## config.mk

```make
export PLATFORM = sky130hd
export DESIGN_NAME = sbb_ctrl
export DESIGN_NICKNAME = d
export VERILOG_FILES = /design/src/design/sbb_pkg.sv /design/src/design/sbb_ctrl.sv
export SDC_FILE = /design/constraint.sdc
export NUM_CORES = 1
export LEC_CHECK = 0
export ABC_AREA = 1
export BUFFER_PORTS_ARGS = -buffer_cell sky130_fd_sc_hd__buf_2
export CAP_MARGIN = 10
export CORE_UTILIZATION = 30
export CTS_CLUSTER_SIZE = 8
export DETAILED_ROUTE_END_ITERATION = 12
export GPL_TIMING_DRIVEN = 1
export PLACE_DENSITY_LB_ADDON = 0.2
export REMOVE_ABC_BUFFERS = 1
export SLEW_MARGIN = 15
export SYNTH_ARGS = -nofsm -noshare
export SYNTH_HDL_FRONTEND = slang
export SYNTH_SLANG_ARGS = --single-unit
```

## constraint.sdc

```tcl
create_clock -name i_clk -period 1.2 [get_ports i_clk]
set_clock_uncertainty 0.05 [all_clocks]
set_input_delay 0.06 -clock i_clk [delete_from_list [all_inputs] [get_ports i_clk]]
set_output_delay 0.06 -clock i_clk [all_outputs]
set_load 0.005 [all_outputs]
```

## src/design/sbb_pkg.sv

```systemverilog
// shared constants and types of the separable box blur
`timescale 1ns / 1ps
package sbb_pkg;
    localparam int MAX_WIDTH  = 128;
    localparam int MAX_HEIGHT = 128;
    localparam int MAX_RADIUS = 15;
    localparam int COL_W      = $clog2(MAX_WIDTH);
    localparam int ROW_W      = $clog2(MAX_HEIGHT);
    localparam int ADDR_W     = COL_W + ROW_W;
    localparam int PIX_W      = 32;
    localparam int RAD_W      = 4;
    localparam int DIM_W      = 8;
    localparam int SUM_W      = 13;
    localparam int OFS_W      = 6;
    localparam int BIT_W      = 3;
    localparam int PADDR_W    = 4;

    localparam logic ACT_WRITE = 1'b0;
    localparam logic ACT_READ  = 1'b1;

    typedef enum logic [1:0] {
        REG_RADIUS = 2'd0,
        REG_WIDTH  = 2'd1,
        REG_HEIGHT = 2'd2
    } t_reg_idx;

    typedef struct packed {
        logic                    in_ready;
        logic                    load;
        logic                    rd;
        logic signed [OFS_W-1:0] dj;
        logic signed [OFS_W-1:0] dk;
        logic                    div_load_h;
        logic                    div_load_v;
        logic                    div_step;
        logic [BIT_W-1:0]        bit_idx;
        logic                    vadd;
        logic                    out_load;
    } t_cmd;

    typedef struct packed {
        logic             in_valid;
        logic             in_read;
        logic             in_inside;
        logic [RAD_W-1:0] radius;
        logic             out_busy;
    } t_sts;
endpackage

```

## src/design/sbb_ctrl.sv

```systemverilog
// sequencer walking the blur window row by row
`timescale 1ns / 1ps
module sbb_ctrl import sbb_pkg::*; (
    input  logic i_clk,
    input  logic i_rst_n,
    input  t_sts i_sts,
    output t_cmd o_cmd
);
    typedef enum logic [3:0] {
        ST_IDLE, ST_ROWRD, ST_DRAIN, ST_HLOAD, ST_HDIV,
        ST_VACC, ST_VLOAD, ST_VDIV, ST_OUT
    } t_state;

    t_state                  r_state;
    logic signed [OFS_W-1:0] r_j;
    logic signed [OFS_W-1:0] r_k;
    logic [BIT_W-1:0]        r_bit;
    logic signed [OFS_W-1:0] rad;

    assign rad = $signed(OFS_W'(i_sts.radius));

    always_comb begin
        o_cmd            = '0;
        o_cmd.dj         = r_j;
        o_cmd.dk         = r_k;
        o_cmd.bit_idx    = r_bit;
        o_cmd.in_ready   = (r_state == ST_IDLE);
        o_cmd.load       = (r_state == ST_IDLE) && i_sts.in_valid;
        o_cmd.rd         = (r_state == ST_ROWRD);
        o_cmd.div_load_h = (r_state == ST_HLOAD);
        o_cmd.div_load_v = (r_state == ST_VLOAD);
        o_cmd.div_step   = (r_state == ST_HDIV) || (r_state == ST_VDIV);
        o_cmd.vadd       = (r_state == ST_VACC);
        o_cmd.out_load   = (r_state == ST_OUT) && !i_sts.out_busy;
    end

    always_ff @(posedge i_clk) begin
        if (!i_rst_n) begin
            r_state <= ST_IDLE;
            r_j     <= '0;
            r_k     <= '0;
            r_bit   <= '0;
        end else begin
            case (r_state)
                ST_IDLE: begin
                    if (i_sts.in_valid && i_sts.in_read) begin
                        r_j <= -rad;
                        r_k <= -rad;
                        r_state <= i_sts.in_inside ? ST_ROWRD : ST_OUT;
                    end
                end
                ST_ROWRD: begin
                    if (r_j == rad)
                        r_state <= ST_DRAIN;
                    else
                        r_j <= r_j + OFS_W'(1);
                end
                ST_DRAIN: r_state <= ST_HLOAD;
                ST_HLOAD: begin
                    r_bit   <= BIT_W'(7);
                    r_state <= ST_HDIV;
                end
                ST_HDIV: begin
                    if (r_bit == '0)
                        r_state <= ST_VACC;
                    else
                        r_bit <= r_bit - BIT_W'(1);
                end
                ST_VACC: begin
                    if (r_k == rad) begin
                        r_state <= ST_VLOAD;
                    end else begin
                        r_k     <= r_k + OFS_W'(1);
                        r_j     <= -rad;
                        r_state <= ST_ROWRD;
                    end
                end
                ST_VLOAD: begin
                    r_bit   <= BIT_W'(7);
                    r_state <= ST_VDIV;
                end
                ST_VDIV: begin
                    if (r_bit == '0)
                        r_state <= ST_OUT;
                    else
                        r_bit <= r_bit - BIT_W'(1);
                end
                ST_OUT: begin
                    if (!i_sts.out_busy)
                        r_state <= ST_IDLE;
                end
                default: r_state <= ST_IDLE;
            endcase
        end
    end
endmodule

```

==> results_dict.tcl <==
set metrics [dict create \
    outcome "complete, but fails checks" \
    violations "setup timing" \
    wl_met3_um 88 \
    drt-total-wl_um 4570 \
    cts_num_sinks 19 \
    crit_path_start_kind "flop" \
    clk_latency_ns 0.26 \
    antenna_found_initial 0 \
    slew_violations 0 \
    seq_area_frac_synth 0.241 \
    postRouteAntennaNets 0 \
    tns_ns -5.17 \
    fin_crit_sh 1.21 \
    max-vdd-ir-drop_v 0.000754 \
    cp-startpoint "r_state[0]$_SDFFE_PN0P_" \
    setup_viol 27 \
    layout_commonest_cell "nand2_1" \
    p_per_area_nw_per_um2 1320 \
    max_stage_delay_ns 0.37 \
    setup_slack_ns -0.254 \
    cts_tree "done" \
    hp-class "input port to flop" \
    holdBufCountCts 0 \
    synth-seq-cells 19 \
    cts.root.buffer_cell "clkbuf_8" \
    io_pins 33 \
    min_to "r_state[3]$_SDFFE_PN0P_" \
    grt-ovfl-total 0 \
    yosys_warnings 0 \
    worstMarginPinSlew_ns 0.302 \
    drive_gt1_frac 0.470 \
    grt_pass1_wl_um 7910 \
    grt_pass1_vias 1822 \
    drc 0 \
    critical_path.endpoint_type "flop" \
    cts_made_buffers 3 \
    wire_per_inst_um 10.9 \
    critPathKind "flop to flop" \
    core-area_um2 5070 \
    wl_met1_um 2090 \
    hold_viol 0 \
    die_h_um 74.5 \
    rsz0062_at_grt "true" \
    drt_iter0_drc 36 \
    critPathBufInv 4 \
    grt_max_degree 16 \
    path_common_cell "nand2_4" \
    slew_headroom 0.799 \
    maxCapViolations 0 \
    p_leak_nw 1.27 \
    synth.distinct_cells 28 \
    dr_wl_met2_um 2360 \
    worstReg2RegStart "r_state[0]$_SDFFE_PN0P_" \
    holdPathStages 4 \
    whs_ns 0.0734 \
    critPathRequiredTime_ns 1.30 \
    antenna_cells 0 \
    dpl.hpwl_um 3390 \
    cp_slowest_cell "dfxtp_4" \
    htree_levels 1 \
    grt_util_all_layers 0.185 \
    netlist_area_um2 1580 \
    path_clk_slew_ns 0.08 \
    cp_cell_sequence "buf_6 -> nor2_4 -> nand2_4 -> inv_4 -> nand2_4 -> o21ai_2 -> inv_2 -> nand2_4 -> inv_4 -> nor2_2 -> nor2_1" \
    via_per_inst 4.37 \
    cpLargestDelayFamily "simple AND/OR/NAND/NOR gates" \
    crit_arrival_ns 1.56 \
    die_width_um 74.5 \
    max_freq_mhz 688 \
    dr.max_layer_used "met4" \
    rr_worst_depth 11 \
    syn_inst 257 \
    cp_max_fo 5 \
    fp.dieArea_um2 5550 \
    syn-mean-instance-area_um2 6.13 \
    fin_crit_ns 1.45 \
    vias 1841 \
    r2r_setup_slack_ns -0.25 \
    min_from "i_sts[5]" \
    final_cell_mix "62 x nand2_1, 56 x buf_4, 31 x nor2_1, 31 x buf_2, 25 x inv_1" \
    num_rows 26 \
    synthToLayoutAreaGrowth_pct 56.7 \
    place_congestion 0.794 \
    cts_max_path_buffers 2 \
    regToRegEndpoint "r_k[1]$_SDFFE_PN0P_" \
    start_util 0.311 \
    drtPass1Iterations 4 \
    port_buffers 32 \
    fin_nets 367 \
]
## power breakdown
group	internal [mW]	switching (mW)	leakage, nW
registers	0.768	0.115	0.161
clock network	0.231	0.236	0.0255
logic	0.888	1.03	1.09
total	1.89	1.38	1.27
## cell usage after synthesis
master / instances / share of area
a21oi_1: 7 / 0.022
a21oi_2: 1 / 0.0056
and3_1: 1 / 0.0040
buf_2: 1 / 0.0032
buf_6: 3 / 0.021
clkinv_1: 1 / 0.0024
dfxtp_1: 19 / 0.24
ha_1: 5 / 0.040
inv_1: 28 / 0.067
inv_2: 9 / 0.021
inv_6: 1 / 0.0056
nand2_1: 72 / 0.17
nand2_2: 8 / 0.032
nand2_4: 2 / 0.014
nand3_1: 15 / 0.048
nand3_2: 4 / 0.025
nand3_4: 2 / 0.022
nand4_1: 3 / 0.012
nor2_1: 37 / 0.088
nor2_2: 6 / 0.024
nor2_4: 2 / 0.014
nor3_1: 2 / 0.0063
o21ai_0: 14 / 0.044
o21ai_1: 4 / 0.013
o21ai_2: 1 / 0.0056
o22ai_1: 1 / 0.0040
or2_2: 1 / 0.0040
xor2_1: 7 / 0.039
## sequential cells by signal, indices dropped and copies added (netlist names)
signal / count
r_k: 6
r_bit: 3
r_j: 6
r_state: 4
## repair_timing
action | CTS | global route
endpoints found under the hold margin | 0 | 0
endpoints found under the setup margin | 27 | 27
buffers inserted | 8 | 1
pin swaps | 10 | 12
cloned | 1 | 1
resized for setup | 34 | 27
## final cells by class
cell class	count	area, um2
clock inverter	1	5.00
inverter	39	164
sequential	19	403
timing repair buffer	92	632
multi-input combinational	197	1140
fill	557	2600
tap	70	87.6
clock buffer	3	41.3
## worst register-to-register path: stages (launching register included)
cell,delay [ns]
dfxtp_4,0.37
buf_6,0.12
nor2_4,0.13
nand2_4,0.09
inv_4,0.10
nand2_4,0.05
o21ai_2,0.06
inv_2,0.08
nand2_4,0.11
inv_4,0.06
nor2_2,0.08
nor2_1,0.05
## worst max-delay path by stage
stage	to	slack, ns	cells after the start
2_1_floorplan	r_j[2]$_SDFFE_PN0P_	-0.34	7
4_1_cts	r_j[0]$_SDFFE_PN0P_	-0.23	7
5_1_grt	r_j[0]$_SDFFE_PN0P_	-0.34	7
3_3_place_gp	r_k[0]$_SDFFE_PN0P_	-0.28	11
3_5_place_dp	r_j[0]$_SDFFE_PN0P_	-0.32	7
6_report	r_k[1]$_SDFFE_PN0P_	-0.25	11
## per-stage QoR
stage	instance area, um2	utilization	cells	worst slack, ns	total power, mW
floorplan	1540	-	253	-0.340	1.75
global placement	2170	0.427	406	-0.283	2.47
detailed placement	2170	0.427	406	-0.316	2.49
CTS	2390	0.472	419	-0.233	3.15
global route	2470	0.487	421	-0.342	3.57
finish	2470	0.487	421	-0.254	3.26
## cells by family (layout without fill, tap and decap cells)
logic type,count (synthesis),count (layout),synth area share
AOI/OAI and AO/OA,28,28,0.0944
DFF,19,19,0.241
adders and majority gates,5,5,0.0397
buffers and inverters,43,135,0.121
xor gates and xnor gates,7,7,0.0389
and+or+nand+nor,155,157,0.465
## per-layer routing
metal  GRT usage  up-vias
met2       0.345       19
met1       0.225      822
li1            -      996
met5           0        -
met4      0.0440        0
met3      0.0203        4
Note: power is estimated with default switching activity, not from simulation.
